--- src/rtl/core/u8dec_pkg.sv ---
// ----------------------------------------------------------------------------
// UTF-8 decoder package
// Types, constants and the sequence length decoder shared by the decoder
// files.
// ----------------------------------------------------------------------------
`default_nettype none

package u8dec_pkg;

  // Width of the character counters. Any value from 8 to 32 is supported.
  localparam int unsigned CountBits = 16;

  // Largest value the counters hold; a wider limit saturates to this.
  localparam logic [32:0] CountMax = (33'd1 << CountBits) - 33'd1;

  // Value XORed into every continuation byte.
  localparam logic [7:0] ContXor = 8'h80;

  // Sequence length codes taken from the lead byte's high nibble.
  localparam logic [2:0] SeqBad   = 3'd0;
  localparam logic [2:0] SeqOne   = 3'd1;
  localparam logic [2:0] SeqTwo   = 3'd2;
  localparam logic [2:0] SeqThree = 3'd3;
  localparam logic [2:0] SeqFour  = 3'd4;

  // Status codes carried by each result item.
  localparam logic [2:0] StatusRunning  = 3'd0;
  localparam logic [2:0] StatusEnded    = 3'd1;
  localparam logic [2:0] StatusLimit    = 3'd2;
  localparam logic [2:0] StatusBadLead  = 3'd3;
  localparam logic [2:0] StatusZeroMid  = 3'd4;

  typedef struct packed {
    logic [7:0]  data_byte;
    logic        start_of_string;
    logic [15:0] char_limit;
  } u8dec_in_t;

  typedef struct packed {
    logic [15:0] code_unit;
    logic        char_valid;
    logic        is_final;
    logic [2:0]  status;
    logic [15:0] char_count;
  } u8dec_out_t;

  // Sequence length selected by the high nibble of a lead byte.
  function automatic logic [2:0] seq_len(input logic [3:0] nibble);
    logic [2:0] len;
    unique case (nibble) inside
      [4'h0:4'h7]:  len = SeqOne;
      [4'h8:4'hB]:  len = SeqBad;
      4'hC, 4'hD:   len = SeqTwo;
      4'hE:         len = SeqThree;
      default:      len = SeqFour;
    endcase
    return len;
  endfunction

endpackage : u8dec_pkg

`default_nettype wire

--- src/rtl/core/u8dec_decode.sv ---
// ----------------------------------------------------------------------------
// UTF-8 decoder step
// Holds the per-string decoding state and works out, for one byte, the next
// state and the result item that the byte causes, if any.
// ----------------------------------------------------------------------------
`default_nettype none

module u8dec_decode import u8dec_pkg::*; (
  input  wire logic       clk_i,
  input  wire logic       rst_ni,
  input  wire u8dec_in_t  item_i,
  input  wire logic       fire_i,
  output      logic       res_valid_o,
  output      u8dec_out_t res_o
);

  logic                 stopped_q, stopped_d;
  logic [1:0]           pending_q, pending_d;
  logic [7:0]           lead_q, lead_d;
  logic [7:0]           second_q, second_d;
  logic [CountBits-1:0] left_q, left_d;
  logic [CountBits-1:0] done_q, done_d;

  logic                 start;
  logic [7:0]           b;
  logic [32:0]          lim_wide;
  logic [CountBits-1:0] lim_sat;
  logic                 stopped_e;
  logic [1:0]           pending_e;
  logic [7:0]           lead_e;
  logic [CountBits-1:0] left_e;
  logic [CountBits-1:0] done_e;
  logic [CountBits-1:0] left_dec;
  logic [2:0]           lead_len;
  logic [2:0]           held_len;
  logic [15:0]          unit_two;
  logic [15:0]          unit_three;
  logic                 emit_unit;
  logic [15:0]          unit;

  assign start    = item_i.start_of_string;
  assign b        = item_i.data_byte;
  assign lim_wide = 33'(item_i.char_limit);
  assign lim_sat  = (lim_wide > CountMax) ? CountBits'(CountMax) : CountBits'(lim_wide);

  // A start byte clears the state before the byte itself is decoded.
  assign stopped_e = start ? 1'b0 : stopped_q;
  assign pending_e = start ? 2'd0 : pending_q;
  assign lead_e    = start ? 8'd0 : lead_q;
  assign left_e    = start ? lim_sat : left_q;
  assign done_e    = start ? '0 : done_q;

  assign left_dec  = left_e - CountBits'(1);
  assign lead_len  = seq_len(b[7:4]);
  assign held_len  = seq_len(lead_e[7:4]);

  assign unit_two   = {5'd0, lead_e[4:0], 6'd0} | {8'd0, b ^ ContXor};
  assign unit_three = {lead_e[3:0], 12'd0} | {2'd0, second_q ^ ContXor, 6'd0}
                    | {8'd0, b ^ ContXor};

  always_comb begin
    stopped_d   = stopped_e;
    pending_d   = pending_e;
    lead_d      = lead_e;
    second_d    = start ? 8'd0 : second_q;
    left_d      = left_e;
    done_d      = done_e;
    res_valid_o = 1'b0;
    emit_unit   = 1'b0;
    unit        = 16'd0;
    res_o       = '0;

    if (start && (lim_sat == '0)) begin
      res_valid_o    = 1'b1;
      res_o.is_final = 1'b1;
      res_o.status   = StatusLimit;
    end else if (!stopped_e) begin
      if (pending_e == 2'd0) begin
        if (b == 8'd0) begin
          res_valid_o    = 1'b1;
          res_o.is_final = 1'b1;
          res_o.status   = StatusEnded;
        end else if (lead_len == SeqOne) begin
          emit_unit = 1'b1;
          unit      = {8'd0, b};
        end else if ((lead_len == SeqTwo) || (lead_len == SeqThree)) begin
          lead_d    = b;
          pending_d = (lead_len == SeqTwo) ? 2'd1 : 2'd2;
        end else begin
          res_valid_o    = 1'b1;
          res_o.is_final = 1'b1;
          res_o.status   = StatusBadLead;
        end
      end else begin
        if (b == 8'd0) begin
          res_valid_o    = 1'b1;
          res_o.is_final = 1'b1;
          res_o.status   = StatusZeroMid;
        end else if (held_len == SeqTwo) begin
          emit_unit = 1'b1;
          unit      = unit_two;
        end else if (pending_e == 2'd2) begin
          second_d  = b;
          pending_d = 2'd1;
        end else begin
          emit_unit = 1'b1;
          unit      = unit_three;
        end
      end
    end

    if (emit_unit) begin
      res_valid_o      = 1'b1;
      done_d           = done_e + CountBits'(1);
      left_d           = left_dec;
      pending_d        = 2'd0;
      res_o.code_unit  = unit;
      res_o.char_valid = 1'b1;
      res_o.is_final   = (left_dec == '0);
      res_o.status     = (left_dec == '0) ? StatusLimit : StatusRunning;
    end

    if (res_valid_o && res_o.is_final) begin
      stopped_d = 1'b1;
      pending_d = 2'd0;
    end

    res_o.char_count = 16'(33'(done_d));
  end

  always_ff @(posedge clk_i or negedge rst_ni) begin
    if (!rst_ni) begin
      stopped_q <= 1'b1;
      pending_q <= 2'd0;
      lead_q    <= 8'd0;
      second_q  <= 8'd0;
      left_q    <= '0;
      done_q    <= '0;
    end else if (fire_i) begin
      stopped_q <= stopped_d;
      pending_q <= pending_d;
      lead_q    <= lead_d;
      second_q  <= second_d;
      left_q    <= left_d;
      done_q    <= done_d;
    end
  end

  a_final_stops: assert property (@(posedge clk_i) disable iff (!rst_ni)
    fire_i && res_valid_o && res_o.is_final |=> stopped_q && (pending_q == 2'd0))
    else $error("decoder did not stop after a final result");

  a_pending_range: assert property (@(posedge clk_i) disable iff (!rst_ni)
    pending_q != 2'd3)
    else $error("more than two continuation bytes pending");

  a_empty_is_final: assert property (@(posedge clk_i) disable iff (!rst_ni)
    res_valid_o && !res_o.char_valid |-> res_o.is_final && (res_o.status != StatusRunning))
    else $error("result without a character did not end the string");

  a_unit_counts: assert property (@(posedge clk_i) disable iff (!rst_ni)
    fire_i && res_valid_o && res_o.char_valid |=> done_q == $past(done_d))
    else $error("character count not advanced with a decoded unit");

endmodule : u8dec_decode

`default_nettype wire

--- src/rtl/core/utf8_to_ucs2_decoder.sv ---
// ----------------------------------------------------------------------------
// UTF-8 to UCS-2 decoder
// Decodes UTF-8 into 16-bit code units, one byte per cycle unless stalled.
// ----------------------------------------------------------------------------
// The decoder takes one UTF-8 byte per item and sustains one item per clock
// cycle while the output is not stalled: every byte goes into an input
// register, the decoding step is a short piece of logic, and the result lands
// in an output register. A byte marked as the start of a string clears the
// decoder and loads the character limit, which saturates at the counter
// width. One-, two- and three-byte sequences are recognised by the lead
// byte's high nibble; continuation bytes are not checked, they are simply
// XORed with 0x80 and ORed into place. A byte that completes a character
// yields one result item; lead bytes and the middle byte of a three-byte
// sequence yield none. Decoding stops, with a final result item, at a zero
// lead byte, at a bad lead byte, at a zero inside a sequence, or when the
// limit is used up; after that, bytes are ignored until the next start
// byte. The output register lets the next byte in while a result still
// waits to be taken, and the input is only stalled while the output is both
// full and stalled.
// ----------------------------------------------------------------------------
`default_nettype none

module utf8_to_ucs2_decoder import u8dec_pkg::*; (
  input  wire logic       clk_i,
  input  wire logic       rst_ni,
  input  wire logic       in_valid_i,
  output      logic       in_stall_o,
  input  wire u8dec_in_t  in_item_i,
  output      logic       out_valid_o,
  input  wire logic       out_stall_i,
  output      u8dec_out_t out_item_o
);

  logic       in_valid_q, in_valid_d;
  u8dec_in_t  in_item_q;
  logic       out_valid_q, out_valid_d;
  u8dec_out_t out_item_q;

  logic       advance;
  logic       fire;
  logic       in_accept;
  logic       res_valid;
  u8dec_out_t res;

  // The decode step may run whenever the output register is free or is being
  // emptied in this cycle.
  assign advance    = !out_valid_q || !out_stall_i;
  assign fire       = in_valid_q && advance;
  assign in_stall_o = in_valid_q && !advance;
  assign in_accept  = in_valid_i && !in_stall_o;

  always_comb begin
    in_valid_d = in_valid_q;
    if (in_accept) begin
      in_valid_d = 1'b1;
    end else if (fire) begin
      in_valid_d = 1'b0;
    end
  end

  // The output register holds its item while stalled and is otherwise
  // refilled by whatever the decode step produced this cycle.
  always_comb begin
    out_valid_d = out_valid_q;
    if (advance) begin
      out_valid_d = fire && res_valid;
    end
  end

  u8dec_decode u_decode (
    .clk_i       (clk_i),
    .rst_ni      (rst_ni),
    .item_i      (in_item_q),
    .fire_i      (fire),
    .res_valid_o (res_valid),
    .res_o       (res)
  );

  always_ff @(posedge clk_i or negedge rst_ni) begin
    if (!rst_ni) begin
      in_valid_q  <= 1'b0;
      out_valid_q <= 1'b0;
    end else begin
      in_valid_q  <= in_valid_d;
      out_valid_q <= out_valid_d;
    end
  end

  always_ff @(posedge clk_i) begin
    if (in_accept) begin
      in_item_q <= in_item_i;
    end
    if (fire && res_valid) begin
      out_item_q <= res;
    end
  end

  assign out_valid_o = out_valid_q;
  assign out_item_o  = out_item_q;

endmodule : utf8_to_ucs2_decoder

`default_nettype wire

--- config.mk ---
export PLATFORM = sky130hd
export DESIGN_NAME = utf8_to_ucs2_decoder
export DESIGN_NICKNAME = d
export VERILOG_FILES = /design/src/rtl/core/u8dec_pkg.sv /design/src/rtl/core/u8dec_decode.sv /design/src/rtl/core/utf8_to_ucs2_decoder.sv
export SDC_FILE = /design/constraint.sdc
export NUM_CORES = 1
export LEC_CHECK = 0
export ABC_AREA = 0
export BUFFER_PORTS_ARGS = -buffer_cell sky130_fd_sc_hd__clkbuf_2
export CAP_MARGIN = 20
export CORE_MARGIN = 4
export CORE_UTILIZATION = 43
export CTS_BUF_LIST = sky130_fd_sc_hd__clkbuf_16
export CTS_CLUSTER_DIAMETER = 30
export DETAILED_ROUTE_END_ITERATION = 12
export HOLD_SLACK_MARGIN = 0.15
export RECOVER_POWER = 100
export SYNTH_ARGS = -nofsm -noshare
export SYNTH_HDL_FRONTEND = slang
export SYNTH_SLANG_ARGS = --single-unit
--- constraint.sdc ---
create_clock -name clk_i -period 3.55 [get_ports clk_i]
set_input_delay 0.1775 -clock clk_i [delete_from_list [all_inputs] [get_ports clk_i]]
set_output_delay 0.1775 -clock clk_i [all_outputs]
set_load 0.005 [all_outputs]
==> Flow_metrics.wiki <==
{| class="wikitable"
! Metric !! Value
|-
| Clock transition at path regs || 0.06 ns
|-
| P_leak || 2.93 nW
|-
| Total of fill cells in the finished design || 1156
|-
| Met1 Use GR || 23.9%
|-
| Number of global-route vias before repair || 4476
|-
| Proportion of register bits with asynchronous set or reset after synthesis || 46.1%
|-
| Delay contributed by the slowest stage of the critical path || 0.74 ns
|-
| Final WL || 13700 µm
|-
| Number of warnings reported in the yosys synthesis log || 0
|-
| Syn_area_per_cell || 10.7 µm²
|-
| Number of max-slew violations in the final report || 27
|-
| Number of antenna cells inserted || 0
|-
| Post-Synthesis Cells || 548
|-
| Worst slew margin relative to its limit || -8.82%
|-
| Clock Power Share || 35.5%
|-
| Root Buffer Master || clkbuf_16
|-
| Critical-path top delay cell || or4b_1
|-
| Overall Global Routing Usage || 18.4%
|-
| Transition time of the tightest slew-check pin || 1.63 ns
|-
| Global route total overflow || 0
|-
| Count of flip-flops with a built-in enable after synthesis || 62
|-
| Most used routing layer || met2
|-
| Detail Route Antenna Nets || 0
|-
| Final setup viols || 0
|-
| Die outline area || 15500 µm²
|-
| Max_cap viols || 1
|-
| Number of rows in the core area || 42
|-
| Synthesis-stage register bit count || 115
|-
| Gates resized, CTS repair || 0
|-
| Total power of the final layout || 4.88 mW
|-
| Unrepaired setup endpoints after global routing || false
|-
| Worst Path Buf+Inv || 1
|-
| IO buf count || 67
|-
| Total I/O pin count || 68
|-
| Syn-to-layout area delta || 23.7%
|-
| Count of vias placed by the detailed router || 4543
|-
| Placeable core region || 13300 µm²
|-
| Global-route met2 utilization || 28.7%
|-
| Number of nets in the layout || 680
|-
| TNS Setup || 0 ns
|-
| Number of stages on the worst hold path || 2
|-
| Max Root-Sink Buffers || 2
|-
| 1st-iter DRT viols || 267
|-
| Period utilization || 89.0%
|-
| Cell area after layout || 7220 µm²
|-
| Number of remaining DRC errors || 0
|-
| Internal power || 3.39 mW
|-
| Horizontal die dimension || 125 µm
|-
| Share of total power in sequential cells || 40.9%
|-
| Sinks on Clock Net || 115
|-
| Share of the core filled with cells || 54.3%
|-
| Required time of the worst setup path || 3.70 ns
|-
| DPL Wire Length || 9430 µm
|-
| Number of buffers inserted during clock tree synthesis || 17
|-
| Endpoints failing hold || 0
|-
| Ratio of cells with drive above 1 in the final layout || 12.4%
|-
| Worst min-delay path category || primary input to flop
|-
| Number of levels in the clock H-tree || 4
|-
| CP Capture Type || flop
|-
| Share of total power in combinational logic || 23.6%
|-
| Number of iterations in the first detailed-routing pass || 5
|-
| Combined area of the multi-input logic cells || 2450 µm²
|-
| Origin of the worst setup path || in_item_q[16]$_DFFE_PP_
|-
| Arrival time worst endpoint || 3.31 ns
|-
| Pin count of the biggest net entering global routing || 73
|-
| Cell area after technology mapping || 5840 µm²
|-
| Flip-flop and latch area || 3190 µm²
|-
| TritonCTS clock tree || yes
|-
| Highest ir drop seen on vdd || 0.404 mV
|-
| Number of antenna violations at the first check in global routing || 0
|-
| Critical path class || flop to flop
|-
| Number of library cell types mapped by synthesis || 67
|-
| Worst-Skew Late Latency || 0.42 ns
|-
| Switching Power || 1.49 mW
|-
| Area after detailed placement || 6390 µm²
|-
| Starting utilization of the core area || 43.9%
|-
| Hold wc startpoint || in_item_i[6]
|-
| Maximum fanout encountered on the critical timing path || 72
|-
| Violated checks || max-capacitance violations, max-slew violations
|-
| Number of vias per cell after detailed routing || 5.43
|-
| First-pass GRT wire length || 23000 µm
|-
| End of the worst hold path || in_item_q[6]$_DFFE_PP_
|-
| Layout Skew || 0.0143 ns
|-
| Category of the worst setup path launch point || flop
|-
| Number of cells on the worst reg-to-reg path || 8
|-
| Delay-heaviest family, CP || simple AND/OR/NAND/NOR gates
|-
| Post-synthesis net count || 580
|-
| R2R setup slack || 0.39 ns
|-
| Result of the run || complete, but fails checks
|-
| Seq/Total Area, Yosys || 54.6%
|-
| Main flop type after synthesis || edfxtp_1
|-
| Drt wl/cell || 16.4 µm
|-
| Final worst path period need || 3.16 ns
|-
| Switching part of the total power || 30.6%
|-
| Highest attainable clock frequency || 316 MHz
|-
| M3 GR Usage || 5.15%
|-
| Power density of the placed cells || 676 nW/µm²
|-
| Capture point of the worst reg-to-reg path || out_item_o[15]$_DFFE_PP_
|-
| Vertical extent of the die || 125 µm
|-
| Ordered list of cells on the worst path || buf_12, o21bai_4, a21oi_2, nand3_1, or4b_1, or4_1, xor2_1, nor2_1
|-
| Reg-to-reg startpoint || in_item_q[16]$_DFFE_PP_
|-
| Final Wtd Congestion || 0.936
|}
## synth_stat cells, types with 2 or more instances
library cell  count  share of area [%]
a211oi_1          2               0.26
a21boi_0          2               0.26
nor4_1           12                1.3
o21ai_1           2               0.17
and3_1           15                1.6
a21o_1            4               0.51
nand2_1          57                3.7
nor4b_1           7                1.0
nor2_1           55                3.5
nor3_1           21                1.8
nand3_1          14                1.2
nor2b_1           9               0.96
inv_1            14               0.90
dfrtp_1          52                 22
a221o_1           2               0.34
ha_1              3               0.64
and2_1            5               0.54
o21a_1            3               0.39
a221oi_1          2               0.30
clkbuf_1         16                1.0
buf_2             8               0.69
a21oi_1          11               0.94
o211ai_1          4               0.51
xnor2_1          21                3.1
o21ai_0          32                2.7
o22ai_1           5               0.54
nand4_1           5               0.54
a31oi_1           4               0.43
or3_1             2               0.21
mux2_2            2               0.39
nand3_2           2               0.34
nand2b_1          3               0.32
mux2i_1          25                4.3
a22o_1           18                2.7
xor2_1           14                2.1
nor3b_1           2               0.26
edfxtp_1         62                 32
buf_6             2               0.39
## power by group through the flow
stage          registers [mW]  clock network (mW)  logic [mW]
2_1_floorplan            1.97                   0       0.770
3_3_place_gp             2.01                   0        1.15
3_5_place_dp             2.02                   0        1.17
4_1_cts                  2.00                1.76        1.20
5_1_grt                  2.04                1.82        1.30
6_report                 2.00                1.73        1.15
## worst reg2reg max path, cell delays in order, from the launching register on
cell and delay [ns]:
edfxtp_1 0.48, buf_12 0.25, o21bai_4 0.28, a21oi_2 0.17, nand3_1 0.24, or4b_1 0.74
or4_1 0.51, xor2_1 0.16, nor2_1 0.06
## layout by cell type, fill, tap and decap left out, drive strengths merged, types with 9 or more instances in the layout
cell,instances
a22o,18
dlygate4sd3,29
o21ai,34
a21oi,12
nand2,57
dfrtp,52
xnor2,21
xor2,14
inv,18
nand3,16
nor2,55
nor3,22
and3,15
mux2i,25
clkbuf,89
nor2b,9
nor4,12
edfxtp,62
## worst max-delay path by stage
stage                                 endpoint  slack, ns  cells past startpoint
2_1_floorplan         out_item_o[17]$_DFFE_PP_      0.007                     14
3_3_place_gp          out_item_o[17]$_DFFE_PP_       0.68                      9
3_5_place_dp          out_item_o[17]$_DFFE_PP_       0.60                      9
4_1_cts               out_item_o[17]$_DFFE_PP_       0.58                      8
5_1_grt        u_decode.left_q[13]$_DFFE_PN0P_       0.22                      9
6_report              out_item_o[15]$_DFFE_PP_       0.39                      8
## timing repair
item / 4_1_cts / 5_1_grt
hold endpoints to repair: 52 / 0
hold buffers: 29 / 0
setup buffers: 0 / 0
## through the flow
step | instances | hold slack [ns] | setup slack (ns)
after floorplan | 548 | -0.118 | 0.00738
after global placement | 775 | 0.270 | 0.684
after detailed placement | 775 | 0.283 | 0.604
after CTS | 836 | 0.372 | 0.581
after global routing | 837 | 0.461 | 0.220
final | 837 | 0.467 | 0.390
## routing by layer
| metal | routed length (µm) | share of wire [%] |
|---|---|---|
| met5 | 0 | 0 |
| met2 | 6380 | 46 |
| met3 | 827 | 6.0 |
| met1 | 6130 | 45 |
| met4 | 403 | 2.9 |
## sequential cells by signal, summed over array words and instances, names as in the netlist, 2 cells and up
signal,flops
u_decode.second_q,8
u_decode.done_q,16
u_decode.left_q,16
u_decode.pending_q,2
u_decode.lead_q,8
out_item_o,37
in_item_q,25
## cell families (layout without fill, tap and decap cells)
kind of cell             Yosys count  after routing  share of synthesized area (%)
AND/OR/NAND/NOR                  221            221                           19.3
flip-flops                       115            115                           54.6
AO/OA/AOI/OAI                    105            105                           12.4
buffers and inverters             42            155                           3.13
XOR/XNOR                          35             35                           5.25
multiplexers                      27             27                           4.67
adder cells (fa/ha/maj)            3              3                          0.643
## layout make-up
class	count	area share, %
clock buffer	17	5.89
sequential	115	44.2
timing repair buffer	108	9.72
tap	176	3.05
multi-input combinational	391	33.9
inverter	15	0.779
clock inverter	15	2.48
(Power assumes the default switching activity.)
